--- src/rtl/twhl_pkg.sv ---
// shared types, field widths and codes for the two-wire handshake link
// no dependencies; used by every module under rtl
package twhl_pkg;

  localparam int BITS_PER_BYTE = 8;
  localparam int IDX_W         = $clog2(BITS_PER_BYTE);
  localparam int TIMER_BITS    = 16;
  localparam int TIMEOUT_W     = 16;
  localparam int GAP_W         = 8;

  localparam logic [TIMEOUT_W-1:0] TIMEOUT_RESET = 16'd1000;
  localparam logic [GAP_W-1:0]     GAP_RESET     = 8'd0;

  // request kind carried in tuser
  localparam logic [1:0] FUNC_TICK = 2'd0;
  localparam logic [1:0] FUNC_SEND = 2'd1;
  localparam logic [1:0] FUNC_RECV = 2'd2;

  // completion status
  localparam logic [1:0] ST_OK         = 2'd0;
  localparam logic [1:0] ST_WR_TIMEOUT = 2'd1;
  localparam logic [1:0] ST_RD_TIMEOUT = 2'd2;

  // line drive pairs, bit 0 is line0, 0 pulls low
  localparam logic [1:0] DRV_RELEASED = 2'b11;
  localparam logic [1:0] DRV_LINE0    = 2'b10;
  localparam logic [1:0] DRV_LINE1    = 2'b01;

  // register indexes
  localparam logic REG_TIMEOUT = 1'b0;
  localparam logic REG_GAP     = 1'b1;

  typedef struct packed {
    logic [1:0] func;
    logic [7:0] tx_byte;
    logic       final_byte;
    logic       line_a_in;
    logic       line_b_in;
  } item_t;

  typedef struct packed {
    logic       drive_line0;
    logic       drive_line1;
    logic       busy_res;
    logic       byte_done;
    logic [7:0] rx_byte;
    logic [1:0] status;
    logic       transfer_done;
  } result_t;

  typedef struct packed {
    logic [TIMEOUT_W-1:0] timeout_ticks;
    logic [GAP_W-1:0]     bit_gap_ticks;
  } cfg_t;

endpackage

--- src/rtl/twhl_apb.sv ---
// configuration registers behind the apb-style port
// depends on twhl_pkg
module twhl_apb (
  input  logic                clk,
  input  logic                rst,
  input  logic                psel,
  input  logic                penable,
  input  logic                pwrite,
  input  logic [2:0]          paddr,
  input  logic [31:0]         pwdata,
  output logic [31:0]         prdata,
  output twhl_pkg::cfg_t      cfg
);

  logic [twhl_pkg::TIMEOUT_W-1:0] timeout_ticks;
  logic [twhl_pkg::GAP_W-1:0]     bit_gap_ticks;
  logic                           wr_en;

  assign wr_en = psel & penable & pwrite;

  always_ff @(posedge clk) begin
    if (rst) begin
      timeout_ticks <= twhl_pkg::TIMEOUT_RESET;
      bit_gap_ticks <= twhl_pkg::GAP_RESET;
    end else if (wr_en) begin
      if (paddr[2] == twhl_pkg::REG_TIMEOUT) begin
        timeout_ticks <= pwdata[twhl_pkg::TIMEOUT_W-1:0];
      end else begin
        bit_gap_ticks <= pwdata[twhl_pkg::GAP_W-1:0];
      end
    end
  end

  always_comb begin
    if (paddr[2] == twhl_pkg::REG_GAP) begin
      prdata = {{(32-twhl_pkg::GAP_W){1'b0}}, bit_gap_ticks};
    end else begin
      prdata = {{(32-twhl_pkg::TIMEOUT_W){1'b0}}, timeout_ticks};
    end
  end

  assign cfg.timeout_ticks = timeout_ticks;
  assign cfg.bit_gap_ticks = bit_gap_ticks;

endmodule

--- src/rtl/twhl_core.sv ---
// bit handshake sequencer: state registers and next-state logic, one tick per step
// depends on twhl_pkg
module twhl_core #(
  parameter int TIMER_BITS = twhl_pkg::TIMER_BITS
) (
  input  logic                clk,
  input  logic                rst,
  input  logic                step,
  input  twhl_pkg::item_t     item,
  input  twhl_pkg::cfg_t      cfg,
  output twhl_pkg::result_t   result
);

  localparam logic [2:0] PH_IDLE        = 3'd0;
  localparam logic [2:0] PH_TX_ASSERT   = 3'd1;
  localparam logic [2:0] PH_TX_RELEASE  = 3'd2;
  localparam logic [2:0] PH_RX_WAIT     = 3'd3;
  localparam logic [2:0] PH_RX_ACK_ONE  = 3'd4;
  localparam logic [2:0] PH_RX_ACK_ZERO = 3'd5;
  localparam logic [2:0] PH_GAP         = 3'd6;

  localparam int IW    = twhl_pkg::IDX_W;
  localparam int GW    = twhl_pkg::GAP_W;
  localparam int CMP_W = (TIMER_BITS > twhl_pkg::TIMEOUT_W) ? TIMER_BITS : twhl_pkg::TIMEOUT_W;
  localparam logic [IW-1:0] LAST_BIT = IW'(twhl_pkg::BITS_PER_BYTE - 1);

  logic [2:0]            phase, phase_next;
  logic [7:0]            shift_reg, shift_reg_next;
  logic [IW-1:0]         bit_index, bit_index_next;
  logic [TIMER_BITS-1:0] wait_timer, wait_timer_next;
  logic [GW-1:0]         gap_counter, gap_counter_next;
  logic                  is_receive, is_receive_next;
  logic                  is_final, is_final_next;
  logic [1:0]            line_drive, line_drive_next;

  logic       expired;
  logic       tx_line;
  logic       ack_line;
  logic       fin_bit;
  logic       adv_bit;
  logic       done;
  logic [1:0] code;
  logic       a, b;

  assign a = item.line_a_in;
  assign b = item.line_b_in;

  // a wait runs out once the timer reaches the limit or saturates
  assign expired = (CMP_W'(wait_timer) >= CMP_W'(cfg.timeout_ticks)) || (&wait_timer);
  assign tx_line  = shift_reg[0] ? a : b;
  assign ack_line = (phase == PH_RX_ACK_ONE) ? b : a;

  always_comb begin
    phase_next       = phase;
    shift_reg_next   = shift_reg;
    bit_index_next   = bit_index;
    wait_timer_next  = wait_timer;
    gap_counter_next = gap_counter;
    is_receive_next  = is_receive;
    is_final_next    = is_final;
    line_drive_next  = line_drive;
    fin_bit          = 1'b0;
    adv_bit          = 1'b0;
    done             = 1'b0;
    code             = twhl_pkg::ST_OK;

    case (phase)
      PH_IDLE: begin
        if (item.func == twhl_pkg::FUNC_SEND || item.func == twhl_pkg::FUNC_RECV) begin
          is_receive_next  = (item.func == twhl_pkg::FUNC_RECV);
          is_final_next    = item.final_byte;
          bit_index_next   = '0;
          gap_counter_next = '0;
          wait_timer_next  = '0;
          if (item.func == twhl_pkg::FUNC_RECV) begin
            shift_reg_next = '0;
            phase_next     = PH_RX_WAIT;
          end else begin
            shift_reg_next  = item.tx_byte;
            line_drive_next = item.tx_byte[0] ? twhl_pkg::DRV_LINE0 : twhl_pkg::DRV_LINE1;
            phase_next      = PH_TX_ASSERT;
          end
        end
      end
      PH_TX_ASSERT: begin
        if (!tx_line) begin
          line_drive_next = twhl_pkg::DRV_RELEASED;
          wait_timer_next = '0;
          phase_next      = PH_TX_RELEASE;
        end else if (expired) begin
          done = 1'b1;
          code = twhl_pkg::ST_WR_TIMEOUT;
        end else begin
          wait_timer_next = wait_timer + 1'b1;
        end
      end
      PH_TX_RELEASE: begin
        if (tx_line) begin
          fin_bit = 1'b1;
        end else if (expired) begin
          done = 1'b1;
          code = twhl_pkg::ST_WR_TIMEOUT;
        end else begin
          wait_timer_next = wait_timer + 1'b1;
        end
      end
      PH_RX_WAIT: begin
        if (!(a && b)) begin
          wait_timer_next = '0;
          if (a && !b) begin
            shift_reg_next  = {1'b1, shift_reg[7:1]};
            line_drive_next = twhl_pkg::DRV_LINE1;
            phase_next      = PH_RX_ACK_ONE;
          end else begin
            shift_reg_next  = {1'b0, shift_reg[7:1]};
            line_drive_next = twhl_pkg::DRV_LINE0;
            phase_next      = PH_RX_ACK_ZERO;
          end
        end else if (expired) begin
          done = 1'b1;
          code = twhl_pkg::ST_RD_TIMEOUT;
        end else begin
          wait_timer_next = wait_timer + 1'b1;
        end
      end
      PH_RX_ACK_ONE, PH_RX_ACK_ZERO: begin
        if (ack_line) begin
          line_drive_next = twhl_pkg::DRV_RELEASED;
          fin_bit         = 1'b1;
        end else if (expired) begin
          done = 1'b1;
          code = twhl_pkg::ST_WR_TIMEOUT;
        end else begin
          wait_timer_next = wait_timer + 1'b1;
        end
      end
      PH_GAP: begin
        if (gap_counter > GW'(1)) begin
          gap_counter_next = gap_counter - 1'b1;
        end else begin
          gap_counter_next = '0;
          adv_bit          = 1'b1;
        end
      end
      default: begin
        phase_next = PH_IDLE;
      end
    endcase

    // end of one bit: shift out a sent bit, then gap, next bit or end of byte
    if (fin_bit) begin
      if (!is_receive) begin
        shift_reg_next = {1'b0, shift_reg[7:1]};
      end
      if (cfg.bit_gap_ticks != '0) begin
        gap_counter_next = cfg.bit_gap_ticks;
        phase_next       = PH_GAP;
      end else begin
        adv_bit = 1'b1;
      end
    end

    if (adv_bit) begin
      if (bit_index >= LAST_BIT) begin
        done = 1'b1;
      end else begin
        bit_index_next  = bit_index + 1'b1;
        wait_timer_next = '0;
        if (is_receive) begin
          phase_next = PH_RX_WAIT;
        end else begin
          line_drive_next = shift_reg_next[0] ? twhl_pkg::DRV_LINE0 : twhl_pkg::DRV_LINE1;
          phase_next      = PH_TX_ASSERT;
        end
      end
    end

    if (done) begin
      phase_next = PH_IDLE;
    end
  end

  always_ff @(posedge clk) begin
    if (rst) begin
      phase       <= PH_IDLE;
      shift_reg   <= '0;
      bit_index   <= '0;
      wait_timer  <= '0;
      gap_counter <= '0;
      is_receive  <= 1'b0;
      is_final    <= 1'b0;
      line_drive  <= twhl_pkg::DRV_RELEASED;
    end else if (step) begin
      phase       <= phase_next;
      shift_reg   <= shift_reg_next;
      bit_index   <= bit_index_next;
      wait_timer  <= wait_timer_next;
      gap_counter <= gap_counter_next;
      is_receive  <= is_receive_next;
      is_final    <= is_final_next;
      line_drive  <= line_drive_next;
    end
  end

  always_comb begin
    result.drive_line0   = line_drive_next[0];
    result.drive_line1   = line_drive_next[1];
    result.busy_res      = (phase_next != PH_IDLE);
    result.byte_done     = done;
    result.rx_byte       = (done && code == twhl_pkg::ST_OK && is_receive_next) ?
                           shift_reg_next : 8'd0;
    result.status        = done ? code : twhl_pkg::ST_OK;
    result.transfer_done = done && is_final_next;
  end

endmodule

--- src/rtl/twhl_out_reg.sv ---
// result register for the master stream side
// depends on twhl_pkg
module twhl_out_reg (
  input  logic                clk,
  input  logic                rst,
  input  logic                load,
  input  twhl_pkg::result_t   result_in,
  input  logic                taken,
  output logic                valid,
  output twhl_pkg::result_t   result_out
);

  always_ff @(posedge clk) begin
    if (rst) begin
      valid <= 1'b0;
    end else if (load) begin
      valid <= 1'b1;
    end else if (taken) begin
      valid <= 1'b0;
    end
  end

  always_ff @(posedge clk) begin
    if (load) begin
      result_out <= result_in;
    end
  end

endmodule

--- src/rtl/two_wire_handshake_link.sv ---
// top level of the two-wire handshake link: stream ports, apb registers
// depends on twhl_pkg, twhl_apb, twhl_core, twhl_out_reg
//
// usage
//   every request on the slave stream is one sampling tick of the link pins.
//   tuser carries the command (tick only, send a byte, receive a byte),
//   tlast marks the byte as the last of a transfer, and tdata carries the
//   byte to send plus the sampled levels of lines a and b.
//   every request gives exactly one request on the master stream: the line
//   drives, busy, byte done with its status and received byte; tlast there
//   flags the completion of a byte marked last.
//   the result is registered: a request taken at a clock edge shows its result
//   on the master stream in the next cycle. throughput is one request per cycle
//   while the receiver takes results, set by the single state update of the bit
//   sequencer between the slave handshake and the result register.
//   when the receiver stalls, the result register holds its request and the
//   slave side stops taking ticks; nothing is dropped. a new tick is taken
//   in the same cycle the held result is taken.
//   reset clears the sequencer to idle with both lines released, loads the
//   timeout register with 1000 ticks and the bit gap with 0, and empties the
//   result register.
//   registers: timeout_ticks at byte address 0, bit_gap_ticks at 4; write
//   them only while no byte is in progress.
module two_wire_handshake_link #(
  parameter int TIMER_BITS = twhl_pkg::TIMER_BITS
) (
  input  logic        clk,
  input  logic        rst,
  // slave stream
  input  logic        s_axis_tvalid,
  output logic        s_axis_tready,
  input  logic [15:0] s_axis_tdata,  // tx_byte[7:0], line_a_in[8], line_b_in[9], zero[15:10]
  input  logic [1:0]  s_axis_tuser,  // func[1:0]
  input  logic        s_axis_tlast,  // final_byte
  // master stream
  output logic        m_axis_tvalid,
  input  logic        m_axis_tready,
  output logic [15:0] m_axis_tdata,  // drive_line0[0], drive_line1[1], busy_res[2],
                                     // byte_done[3], rx_byte[11:4], status[13:12], zero[15:14]
  output logic        m_axis_tlast,  // transfer_done
  // configuration port
  input  logic        psel,
  input  logic        penable,
  input  logic        pwrite,
  input  logic [2:0]  paddr,
  input  logic [31:0] pwdata,
  output logic [31:0] prdata,
  output logic        pready
);

  twhl_pkg::cfg_t    cfg;
  twhl_pkg::item_t   item;
  twhl_pkg::result_t result_next;
  twhl_pkg::result_t result;
  logic              step;

  assign pready = 1'b1;

  twhl_apb u_apb (
    .clk     (clk),
    .rst     (rst),
    .psel    (psel),
    .penable (penable),
    .pwrite  (pwrite),
    .paddr   (paddr),
    .pwdata  (pwdata),
    .prdata  (prdata),
    .cfg     (cfg)
  );

  // unpack the tick
  assign item.func       = s_axis_tuser;
  assign item.tx_byte    = s_axis_tdata[7:0];
  assign item.final_byte = s_axis_tlast;
  assign item.line_a_in  = s_axis_tdata[8];
  assign item.line_b_in  = s_axis_tdata[9];

  // take a tick whenever the result register is empty or being emptied
  assign s_axis_tready = !m_axis_tvalid || m_axis_tready;
  assign step          = s_axis_tvalid && s_axis_tready;

  twhl_core #(
    .TIMER_BITS (TIMER_BITS)
  ) u_core (
    .clk    (clk),
    .rst    (rst),
    .step   (step),
    .item   (item),
    .cfg    (cfg),
    .result (result_next)
  );

  twhl_out_reg u_out (
    .clk        (clk),
    .rst        (rst),
    .load       (step),
    .result_in  (result_next),
    .taken      (m_axis_tready),
    .valid      (m_axis_tvalid),
    .result_out (result)
  );

  // pack the result
  assign m_axis_tdata = {2'b00, result.status, result.rx_byte, result.byte_done,
                         result.busy_res, result.drive_line1, result.drive_line0};
  assign m_axis_tlast = result.transfer_done;

endmodule

--- config.mk ---
export PLATFORM = sky130hd
export DESIGN_NAME = two_wire_handshake_link
export DESIGN_NICKNAME = d
export VERILOG_FILES = /design/src/rtl/twhl_pkg.sv /design/src/rtl/twhl_apb.sv /design/src/rtl/twhl_core.sv /design/src/rtl/twhl_out_reg.sv /design/src/rtl/two_wire_handshake_link.sv
export SDC_FILE = /design/constraint.sdc
export NUM_CORES = 1
export LEC_CHECK = 0
export ABC_CLOCK_PERIOD_IN_PS = 2300
export BUFFER_PORTS_ARGS = -buffer_cell sky130_fd_sc_hd__clkbuf_2
export CAP_MARGIN = 10
export CORE_ASPECT_RATIO = 1.1
export CORE_MARGIN = 2
export CORE_UTILIZATION = 50
export CTS_CLUSTER_DIAMETER = 100
export DETAILED_ROUTE_END_ITERATION = 6
export PLACE_DENSITY = 0.86
export SYNTH_ARGS = -nofsm -noshare
export SYNTH_HDL_FRONTEND = slang
export SYNTH_SLANG_ARGS = --single-unit
export TNS_END_PERCENT = 20
--- constraint.sdc ---
create_clock -name clk -period 2.3 [get_ports clk]
set_input_delay 0.345 -clock clk [delete_from_list [all_inputs] [get_ports clk]]
set_output_delay 0.345 -clock clk [all_outputs]
set_load 0.02 [all_outputs]
After elaboration in Yosys (flattened, before gate mapping):

Index checks and enable logic that the tools add are counted.

* bits in registers: 82
* bits in latches: 0
* RAM bits: 0
* ROM bits: 0
* bits of input ports: 61
* memories kept: 0

* add/sub/neg operators: 3
* $mul: 0
* div/mod/pow operators: 0
* order comparisons: 3
* eq/ne operators: 8
* shift operators: 0
* multiplexer cells: 80
* bitwise gates (word level): 3
* reductions and logical operators: 21

Operator list (count)
* two-way mux 16 bit: 9
* two-way mux 8 bit: 10
* case mux 16 bit (5 select lines): 1
* two-way mux 3 bit: 12
* two-way mux 2 bit: 17
* case mux 8 bit (2 select lines): 2
* two-way mux 1 bit: 24
* adder 16 x 1 -> 16 bit (second input constant): 1
* >= comparator 16 bit: 1
* case mux 2 bit (4 select lines): 2
* AND reduction 16 bit: 1
* case mux 3 bit (4 select lines): 1
* equality test 3 bit (second input constant): 3
* > comparator 8 x 1 -> 1 bit (second input constant): 1
* nonzero test 8 bit: 1
* subtractor 8 x 1 -> 8 bit (second input constant): 1
* equality test 3 x 2 -> 1 bit (second input constant): 2
* logical AND 1 bit: 6
* case mux 1 bit (4 select lines): 1
* AND reduction 2 bit: 2
* OR reduction 4 bit: 1
* adder 3 x 1 -> 3 bit (second input constant): 1
* equality test 3 x 1 -> 1 bit (second input constant): 1
* >= comparator 3 bit (second input constant): 1
* 12 further kinds: 16

Longest topological paths before layout:

Gate-level depths: netlist of run 1.

* word-level depth: 11
* mapped depth: 11
* mapped depth without buffers: 10

By module:

Synthesis of run 1 repeated with hierarchy kept, for this count alone.

* cells, all modules: 612
* area, all modules: 5258.8 µm²

Modules (own cells, without submodules)
* twhl_core: instances 1, cells each 449, area an instance 3395.8 µm², sequential area each 840.8 µm²
* twhl_apb: instances 1, cells each 137, area an instance 1321.3 µm², sequential area each 480.5 µm²
* twhl_out_reg: instances 1, cells each 19, area an instance 489.2 µm², sequential area each 470.5 µm²
* two_wire_handshake_link: instances 1, cells each 7, area an instance 52.6 µm², sequential area each 0.0 µm²

Least setup slack after synthesis of run 1:

OpenSTA, ideal clock, no wires.

* path kind: register to register
* from: register u_core.wait_timer[0]
* to: register u_out.result_out[10] (netlist bit) (data pin)
* library setup time: 161 ps
* data arrival time: 2381 ps
* setup slack: -242 ps
* cell stages (with the launch flop): 11
* clock period less this slack: 2542 ps
* path through: dfxtp_1 > inv_1 > ha_1 > nand2b_1 > a2111oi_0 > a2111oi_0 > o21a_1 > clkbuf_1 > o21ai_0 > o2111ai_1 > nor3_1

* cells in the longest elaborated chain, start to end: 9
* elaborated cells between the ends (all ways): 21

RTL lines
* start: declaration: line twhl_core.sv:30 `logic [TIMER_BITS-1:0] wait_timer, wait_timer_next;`
* start signal: assignment: line twhl_core.sv:197 `wait_timer <= wait_timer_next;`
* >= comparator 16 bit / AND reduction 16 bit (equally long branches): line twhl_core.sv:49 `assign expired = (CMP_W'(wait_timer) >= CMP_W'(cfg.timeout_ticks)) || (&wait_timer);`
* logical OR 1 bit (*): line twhl_core.sv:49
* two-way mux 1 bit
* two-way mux 1 bit, on equally long branches
* case mux 1 bit (4 select lines): line twhl_core.sv:67 `case (phase)`
* two-way mux 1 bit: line twhl_core.sv:164 `if (bit_index >= LAST_BIT) begin`
* two-way mux 1 bit: line twhl_core.sv:163 `if (adv_bit) begin`
* logical AND 1 bit (*) (2 in a row): line twhl_core.sv:210 `result.rx_byte = (done && code == twhl_pkg::ST_OK && is_receive_next) ?`
* end signal: assignment: line twhl_out_reg.sv:25 `result_out <= result_in;`
* end: declaration: line twhl_out_reg.sv:10 `output twhl_pkg::result_t result_out`

Mark *: on every way between the ends. The rest lies on a longest branch, timed or not.
A chain may end at the register's enable or synchronous reset.

Worst setup path after layout of run 1:

* from: register u_core.wait_timer[5]
* to: register u_out.result_out[9] (netlist bit) (data pin)

Same word-level chain as after synthesis.

==> results.py, run 1 <==
metrics = {
    "status": {
        "run_status": "finished with violations",
        "violations": "design-rule violations, negative setup slack",
    },
    "clock_network": {
        "cts_buffers": 9,
        "cts.clk_slew.worst_paths_ns": 0.07,
        "cts.sinks": 82,
        "htreeDepth": 3,
        "cts_tree": "yes",
        "holdBufCountCts": 0,
        "clk_path_buf_depth": 2,
        "root_buffer": "clkbuf_16",
        "clock_latency_ns": 0.35,
    },
    "die": {
        "die_y_um": 111,
        "chipWidth_um": 102,
        "die_area_um2": 11300,
        "start_util_pct": 51.0,
        "fp-row-count": 39,
        "design.core.area_um2": 10300,
        "ios": 113,
    },
    "final_layout": {
        "layout.cells.most_common_list": "buf_4, nand2_1, nor2_1, clkbuf_2, a21oi_1",
        "fillers": 755,
        "multiInputGateArea_um2": 3440,
        "finalNetCount": 935,
        "layout_commonest_cell": "buf_4",
        "area.sequential_um2": 1810,
        "finalNonFillerCells": 1000,
        "antenna_cells": 0,
        "reg_top3": "u_apb.timeout_ticks (16), u_core.wait_timer (16), u_out.result_out (15)",
        "syn_to_final_growth_pct": 37.6,
        "drive_gt1_share_pct": 33.6,
    },
    "setup_path": {
        "critPathMaxStageDelay_ns": 0.55,
        "crit_path_top_delay_cell": "or4_4",
        "worstPathCellList": "inv_1 > or4_4 > or3_4 > nand2_8 > buf_6 > o211ai_1 > o2111ai_2 > buf_6 > nor2_1",
        "cp-end-kind": "flop",
        "crit_start": "u_core.wait_timer[5]",
        "rr_endpoint": "u_out.result_out[9]",
        "critPathKind": "reg -> reg",
        "cpMostUsedCell": "buf_6",
        "cp-endpoint": "u_out.result_out[9]",
        "arrival_ns": 2.49,
        "timing.rr.start": "u_core.wait_timer[5]",
        "ff2ff_setup_slack_ns": -0.1,
        "rr_worst_depth": 9,
        "critPathLaunchType": "flop",
        "crit_fanout": 8,
        "worstPathRequired_ns": 2.39,
    },
    "timing": {
        "setup_violations": 20,
        "fin_ws_ns": -0.0968,
        "hold_viol": 0,
        "fin_worst_skew_ns": 0.00752,
        "period_minus_slack_ns": 2.40,
        "max_freq_ghz": 0.417,
        "slew_headroom_pct": 53.4,
        "finalMaxSlewViolations": 0,
        "tightest_slew_ns": 0.693,
        "grt_setup_unrepaired": "true",
        "fin_crit_sh_pct": 104,
    },
    "place": {
        "gp_congestion": 0.947,
        "portBuffers": 69,
        "dp.cells": 978,
        "dp_worst_setup_slack_ns": -0.344,
        "hpwl_um": 11200,
    },
    "grt": {
        "grt_pass1_vias": 5525,
        "grt_max_degree": 38,
        "grt_overflow": 0,
        "grt_usage_pct": 28.6,
        "grt_pass1_wl_um": 26100,
        "antenna_found_initial": 0,
    },
    "drt": {
        "wl_per_cell_um": 17.2,
        "viasPerCell": 5.98,
        "drt-initial-drc-count": 484,
        "post-route-drc-count": 1,
        "ant_nets": 0,
        "drt-total-wl_um": 17200,
        "dr_total_vias": 5983,
        "dr.pass1.iters": 7,
    },
    "logic_synthesis": {
        "syn_area_um2": 5250,
        "ys_seq_area_share_pct": 34.2,
        "ys_ff_latch": 82,
        "ys.flop_type": "dfxtp_1",
        "yosysWarnings": 0,
        "synth_cells": 685,
        "synth_cell_types": 76,
        "synth_edf_count": 15,
        "async_flop_share_pct": 0,
        "synth.avg_cell_area_um2": 7.66,
    },
    "power_and_ir_drop": {
        "finalPower_uw": 4030,
        "p_leak_uw": 0.00305,
        "peakVddDrop_mv": 0.330,
        "power_density_nw_per_um2": 559,
    },
    "hold_path": {
        "hold_class": "in -> reg",
        "hold_start": "pwdata[8]",
    },
    "run": {
        "maxCapViolCount": 0,
    },
}
## synthesized netlist by cell type (3+ instances only)
cell type | instances | area (um2)
a21o_1 | 4 | 30.0
dfxtp_1 | 67 | 1340
a211oi_1 | 12 | 90.1
o21bai_1 | 3 | 22.5
a211o_1 | 8 | 70.1
nor3b_1 | 6 | 45.0
o311ai_0 | 3 | 26.3
o31ai_1 | 3 | 22.5
nor4_1 | 9 | 56.3
inv_1 | 38 | 143
mux2i_1 | 3 | 30.0
nand3_1 | 12 | 60.1
nand2_1 | 94 | 353
ha_1 | 22 | 275
a31o_2 | 3 | 26.3
o21ai_0 | 45 | 225
a31oi_1 | 6 | 37.5
nor2b_1 | 6 | 37.5
nor3_1 | 18 | 90.1
and2_1 | 4 | 25.0
or3_1 | 6 | 37.5
clkbuf_1 | 30 | 113
nand2b_1 | 7 | 43.8
a21oi_1 | 59 | 295
buf_1 | 3 | 11.3
a32oi_1 | 7 | 61.3
edfxtp_1 | 15 | 450
buf_6 | 3 | 33.8
a41oi_1 | 3 | 26.3
a22oi_1 | 11 | 82.6
mux2_2 | 4 | 45.0
buf_4 | 19 | 143
nor2_1 | 78 | 293
nand4_1 | 12 | 75.1
o22ai_1 | 5 | 31.3
o211ai_1 | 5 | 37.5
## worst min path at each step
stage	cells after the start	endpoint	slack, ns
after floorplan	2	u_core.is_final	0.44
after global placement	2	u_apb.timeout_ticks[2]	0.44
after detailed placement	2	u_apb.timeout_ticks[14]	0.45
after CTS	2	u_apb.timeout_ticks[8]	0.21
after global routing	2	u_apb.timeout_ticks[5]	0.23
final	2	u_apb.timeout_ticks[8]	0.21
## worst max-delay path, delay by kind of cell, from the launching register on
family          cells  cell delay, ns
compound gates      2            0.21
buf+inv             3            0.39
flops               1            0.46
simple gates        4            1.09
## what timing repair did
item	in CTS	in global routing
pin swaps	15	30
resized for setup	35	43
endpoints found under the setup margin	33	37
buffers inserted	3	6
## routing by layer
metal,global-route usage [%],vias up,share of wire [%]
li1,-,2779,-
met4,14.3,0,4.6
met1,35.0,2743,38
met5,0,-,0
met3,4.21,79,7.9
met2,48.2,382,49
## final cells by class
| class | instances | area share [%] |
|---|---|---|
| clock inverter | 5 | 0.589 |
| clock buffer | 11 | 3.52 |
| multi-input combinational | 526 | 47.7 |
| inverter | 38 | 1.98 |
| timing repair buffer | 195 | 18.6 |
| tap | 143 | 2.48 |
| sequential | 82 | 25.1 |
## kinds of logic after synthesis
family	share of synthesized area, %
AND/OR/NAND/NOR	24.0
AO/OA/AOI/OAI	26.4
buffers and inverters	8.54
flip-flops	34.2
adder cells (fa/ha/maj)	5.25
multiplexers	1.43
other	0.143
XOR/XNOR	0.167
## report_power, final
group | switching (uW) | leakage [uW] | internal [uW]
clock | 650 | 0.000142 | 813
combinational | 589 | 0.00221 | 421
sequential | 35.6 | 0.000701 | 1530
total | 1270 | 0.00305 | 2760
## through the flow
step | cell area [um2] | util, % | hold WS (ns) | setup TNS [ns]
finish | 7220 | 70.1 | 0.209 | -1.29
global route | 7220 | 70.1 | 0.232 | -2.69
CTS | 6990 | 67.9 | 0.208 | -0.192
detailed placement | 6500 | 63.1 | 0.449 | -5.93
global placement | 6500 | 63.1 | 0.444 | -4.93
floorplan | 5370 | - | 0.436 | -0.532
Note: power is estimated with default switching activity, not from simulation.
==> run 2: changes to the inputs <==
--- a/config.mk
+++ b/config.mk
@@ -14,6 +14,7 @@
 export CTS_CLUSTER_DIAMETER = 100
 export DETAILED_ROUTE_END_ITERATION = 6
 export PLACE_DENSITY = 0.86
+export RECOVER_POWER = 25
 export SYNTH_ARGS = -nofsm -noshare
 export SYNTH_HDL_FRONTEND = slang
 export SYNTH_SLANG_ARGS = --single-unit
==> results.py, run 2 (synthesized netlist as in run 1, its figures left out) <==
metrics = {
    "die": {
        "die_area_um2": 11300,
        "ios": 113,
        "fp-row-count": 39,
        "die_y_um": 111,
        "chipWidth_um": 102,
        "design.core.area_um2": 10300,
        "start_util_pct": 51.0,
    },
    "timing": {
        "fin_crit_sh_pct": 104,
        "finalMaxSlewViolations": 0,
        "hold_viol": 0,
        "max_freq_ghz": 0.419,
        "tightest_slew_ns": 0.778,
        "period_minus_slack_ns": 2.39,
        "grt_setup_unrepaired": "true",
        "setup_violations": 21,
        "fin_ws_ns": -0.0855,
        "fin_setup_tns_ns": -1.08,
        "fin_worst_skew_ns": 0.00756,
        "fin_hold_ws_ns": 0.209,
        "slew_headroom_pct": 48.1,
    },
    "drt": {
        "wl_per_cell_um": 17.3,
        "top_layer_used": "met4",
        "dr.pass1.iters": 7,
        "wl_met2_um": 8450,
        "ant_nets": 0,
        "dr_total_vias": 6016,
        "wl_met1_um": 6470,
        "post-route-drc-count": 0,
        "viasPerCell": 6.02,
        "drt-initial-drc-count": 520,
        "met3_length_um": 1480,
        "drt-total-wl_um": 17300,
    },
    "grt": {
        "grt_pass1_vias": 5525,
        "grt_max_degree": 38,
        "grt_usage_pct": 28.6,
        "grt_pass1_wl_um": 26100,
        "grt_overflow": 0,
        "antenna_found_initial": 0,
    },
    "place": {
        "dp.cells": 978,
        "gp_congestion": 0.947,
        "post_dp_cell_area_um2": 6500,
        "portBuffers": 69,
        "hpwl_um": 11200,
    },
    "setup_path": {
        "crit_start": "u_core.phase[0]",
        "timing.rr.start": "u_core.phase[0]",
        "rr_worst_depth": 8,
        "cp-end-kind": "flop",
        "crit_fanout": 6,
        "critPathLaunchType": "flop",
        "worstPathRequired_ns": 2.55,
        "critPathKind": "reg -> reg",
        "arrival_ns": 2.64,
    },
    "final_layout": {
        "area.sequential_um2": 1810,
        "finalNonFillerCells": 1000,
        "multiInputGateArea_um2": 3440,
        "layout_commonest_cell": "buf_4",
        "antenna_cells": 0,
        "finalNetCount": 935,
        "reg_top3": "u_apb.timeout_ticks (16), u_core.wait_timer (16), u_out.result_out (15)",
        "syn_to_final_growth_pct": 37.2,
        "drive_gt1_share_pct": 31.7,
        "stdcell_area_um2": 7200,
        "fillers": 769,
        "layout.cells.most_common_list": "buf_4, nand2_1, nor2_1, a21oi_1, dfxtp_1",
    },
    "clock_network": {
        "cts_buffers": 9,
        "clk_path_buf_depth": 2,
        "clock_latency_ns": 0.35,
        "cts.clk_slew.worst_paths_ns": 0.07,
        "cts.sinks": 82,
        "htreeDepth": 3,
        "root_buffer": "clkbuf_16",
        "cts_tree": "yes",
    },
    "hold_path": {
        "hold_start": "pwdata[8]",
        "min_path_cells": 2,
        "hold_class": "in -> reg",
    },
    "power_and_ir_drop": {
        "peakVddDrop_mv": 0.331,
        "finalPower_uw": 4030,
        "p_leak_uw": 0.00300,
        "power_density_nw_per_um2": 561,
    },
    "status": {
        "run_status": "finished with violations",
        "violations": "negative setup slack",
    },
    "run": {
        "maxCapViolCount": 0,
    },
}
==> run 2: cell type report <==
class / count / share of cell area (%)
clock buffer: 11 / 3.53
clock inverter: 5 / 0.591
inverter: 38 / 1.98
multi-input combinational: 526 / 47.9
sequential: 82 / 25.2
tap: 143 / 2.49
timing repair buffer: 195 / 18.4
==> run 2: worst max-delay path: stages (launching register included) <==
cell and delay [ns]:
dfxtp_1 0.45, mux2i_1 0.34, a2bb2oi_2 0.29, o22ai_4 0.14
buf_4 0.18, nor3_1 0.34, nand2_1 0.13, a31o_2 0.23
a31oi_1 0.18
==> run 2: per-stage QoR <==
stage	setup WS (ns)	util [%]
after floorplan	-0.0801	-
after global placement	-0.275	63.1
after detailed placement	-0.344	63.1
after CTS	-0.0557	67.9
after global routing	-0.137	69.9
final	-0.0855	69.9
==> run 2: timing repair <==
item	4_1_cts	5_1_grt
resized for setup	35	43
pin swaps	15	30
setup endpoints to repair	33	37
hold buffers	0	0
cloned	0	0
buffers inserted	3	6
==> run 2: routing by layer <==
metal	vias up	GRT usage, %
met4	0	14.3
li1	2774	-
met3	102	4.21
met2	388	48.2
met1	2752	35.0
met5	-	0
==> run 2: path summary, 6_finish.rpt <==
kind                             endpoint  slack (ns)
setup / recovery     u_core.wait_timer[6]       -0.09
hold / removal     u_apb.timeout_ticks[8]        0.21
setup reg to reg     u_core.wait_timer[6]       -0.09
hold reg to reg   u_apb.timeout_ticks[13]        0.45
==> run 2: power breakdown <==
group          leakage [uW]  internal (uW)  total, uW  switching [uW]
Clock              0.000142            813       1470             655
Combinational       0.00216            416       1010             590
Sequential         0.000701           1530       1560            35.3
Total               0.00300           2750       4030            1280
==> run 3: changes to the inputs <==
--- a/config.mk
+++ b/config.mk
@@ -5,6 +5,7 @@
 export SDC_FILE = /design/constraint.sdc
 export NUM_CORES = 1
 export LEC_CHECK = 0
+export ABC_AREA = 1
 export ABC_CLOCK_PERIOD_IN_PS = 2300
 export BUFFER_PORTS_ARGS = -buffer_cell sky130_fd_sc_hd__clkbuf_2
 export CAP_MARGIN = 10
==> results.py, run 3 <==
metrics = {
    "clock_network": {
        "root_buffer": "clkbuf_16",
        "holdBufCountCts": 0,
        "cts.clk_slew.worst_paths_ns": 0.06,
        "htreeDepth": 3,
        "cts_tree": "yes",
        "clk_path_buf_depth": 2,
        "clock_latency_ns": 0.34,
        "cts.sinks": 82,
        "cts_buffers": 9,
    },
    "place": {
        "portBuffers": 69,
        "hpwl_um": 9720,
        "dp_worst_setup_slack_ns": 0.114,
        "gp_congestion": 0.942,
        "post_dp_cell_area_um2": 6000,
    },
    "timing": {
        "fin_setup_tns_ns": 0,
        "fin_crit_sh_pct": 94.6,
        "hold_viol": 0,
        "period_minus_slack_ns": 2.17,
        "slew_headroom_pct": 36.6,
        "fin_worst_skew_ns": 0.00901,
        "max_freq_ghz": 0.460,
        "tightest_slew_ns": 0.952,
        "fin_ws_ns": 0.125,
        "finalMaxSlewViolations": 0,
        "setup_violations": 0,
    },
    "final_layout": {
        "layout_commonest_cell": "nand2_1",
        "stdcell_area_um2": 6320,
        "finalNetCount": 981,
        "utilization_pct": 60.3,
        "antenna_cells": 0,
        "syn_to_final_growth_pct": 16.3,
        "layout.cells.most_common_list": "nand2_1, inv_1, nor2_1, o21ai_0, a21oi_1",
        "reg_top3": "u_apb.timeout_ticks (16), u_core.wait_timer (16), u_out.result_out (15)",
        "drive_gt1_share_pct": 16.3,
    },
    "power_and_ir_drop": {
        "finalPower_uw": 3910,
        "power_density_nw_per_um2": 618,
        "p_leak_uw": 0.00298,
        "peakVddDrop_mv": 0.305,
    },
    "logic_synthesis": {
        "yosys.area_share.simple_pct": 31.1,
        "synth_edf_count": 15,
        "async_flop_share_pct": 0,
        "synth.avg_cell_area_um2": 6.70,
        "synth_cell_types": 46,
        "synth_cells": 811,
        "synthTopCellsByArea": "dfxtp_1, nand2_1, edfxtp_1",
        "yosysTopAreaCellShare_pct": 24.7,
        "syn_area_um2": 5440,
        "synth_compound_area_share_pct": 17.9,
        "synthAdderAreaFrac_pct": 5.06,
        "synth_top_family_by_area": "simple AND/OR/NAND/NOR gates",
        "ys_seq_area_share_pct": 33.0,
        "yosysWarnings": 0,
        "synth_top_cell_by_area": "dfxtp_1",
        "yosysMostFrequentCell": "nand2_1",
        "ys.flop_type": "dfxtp_1",
        "ys_ff_latch": 82,
        "synth_xor_xnor_area_share_pct": 0.645,
        "netlist_top_cells_count": "nand2_1, inv_1, nor2_1, o21ai_0, a21oi_1",
        "synth_mux_area_share_pct": 0.184,
    },
    "drt": {
        "dr_total_vias": 5525,
        "drt-total-wl_um": 13700,
        "post-route-drc-count": 0,
        "ant_nets": 0,
        "viasPerCell": 5.28,
        "wl_per_cell_um": 13.1,
        "dr.pass1.iters": 5,
        "drt-initial-drc-count": 318,
    },
    "die": {
        "fp-row-count": 39,
        "start_util_pct": 51.8,
        "die_y_um": 113,
        "die_area_um2": 11700,
        "ios": 113,
        "chipWidth_um": 103,
        "design.core.area_um2": 10500,
    },
    "grt": {
        "antenna_found_initial": 0,
        "grt_pass1_vias": 5030,
        "grt_max_degree": 40,
        "grt_pass1_wl_um": 22500,
        "grt_overflow": 0,
        "grt_usage_pct": 23.8,
    },
    "status": {
        "run_status": "complete, no violations",
    },
    "run": {
        "maxCapViolCount": 0,
    },
    "setup_path": {
        "critPathKind": "reg -> reg",
        "cp-end-kind": "flop",
        "worstPathRequired_ns": 2.51,
        "crit_fanout": 5,
        "critPathLaunchType": "flop",
        "arrival_ns": 2.38,
    },
    "hold_path": {
        "hold_class": "in -> reg",
    },
}
-- run 3: cells by family (layout without fill, tap and decap cells) --
logic type / count (synthesis) / after routing
adder cells (fa/ha/maj): 22 / 22
multiplexers: 1 / 1
AO/OA/AOI/OAI: 177 / 177
AND/OR/NAND/NOR: 374 / 374
flip-flops: 82 / 82
other: 2 / 19
XOR/XNOR: 4 / 4
buffers and inverters: 149 / 224
-- run 3: per-stage QoR --
step / std cells / hold slack (ns)
2_1_floorplan: 828 / 0.448
3_3_place_gp: 1027 / 0.464
5_1_grt: 1046 / 0.228
4_1_cts: 1043 / 0.211
6_report: 1046 / 0.222
3_5_place_dp: 1027 / 0.476
-- run 3: where the power goes --
part	internal (uW)	switching, uW
registers	1540	43.1
logic	301	618
clock network	828	578
total	2670	1240
-- run 3: area by class of cell --
type	count	area, um2
clock inverters	3	21.3
inverters	109	412
flip-flops and latches	82	1790
multi-input cells	597	3090
clock buffers	13	272
well taps	143	179
repair buffers	99	551
fillers	957	4170
-- run 3: per-layer routing --
layer  part of all wire [%]  track usage (%)  vias to the layer above
met5                      0                0                        -
met4                    2.6             8.86                        0
met3                    6.6             4.45                       33
met2                     49             40.6                      208
met1                     42             29.5                     2489
li1                       -                -                     2795
-- run 3: final timing paths --
kind	from	to	slack, ns	depth (start not counted)
hold reg to reg	u_core.bit_index[1]	u_core.bit_index[1]	0.48	2
hold / removal	pwdata[9]	u_apb.timeout_ticks[9]	0.22	3
setup reg to reg	u_apb.timeout_ticks[6]	u_core.wait_timer[7]	0.13	16
setup / recovery	u_apb.timeout_ticks[6]	u_core.wait_timer[7]	0.13	16
-- run 3: worst max-delay path, cell delays in order (launching register included) --
cell	delay (ns)
dfxtp_1	0.31
inv_1	0.06
ha_1	0.30
nand2_1	0.12
inv_2	0.05
nand2_1	0.07
nand2_1	0.06
nor2_1	0.13
nand2_1	0.12
nand2_2	0.12
nand2_4	0.10
nand2_4	0.10
nand2_1	0.09
nor2_2	0.17
nand3_1	0.09
nand2_1	0.08
a21oi_1	0.06
-- run 3: repair_timing --
item                                    CTS  global route
resized for setup                         0            15
setup buffers                             0             3
endpoints found under the setup margin    0            25
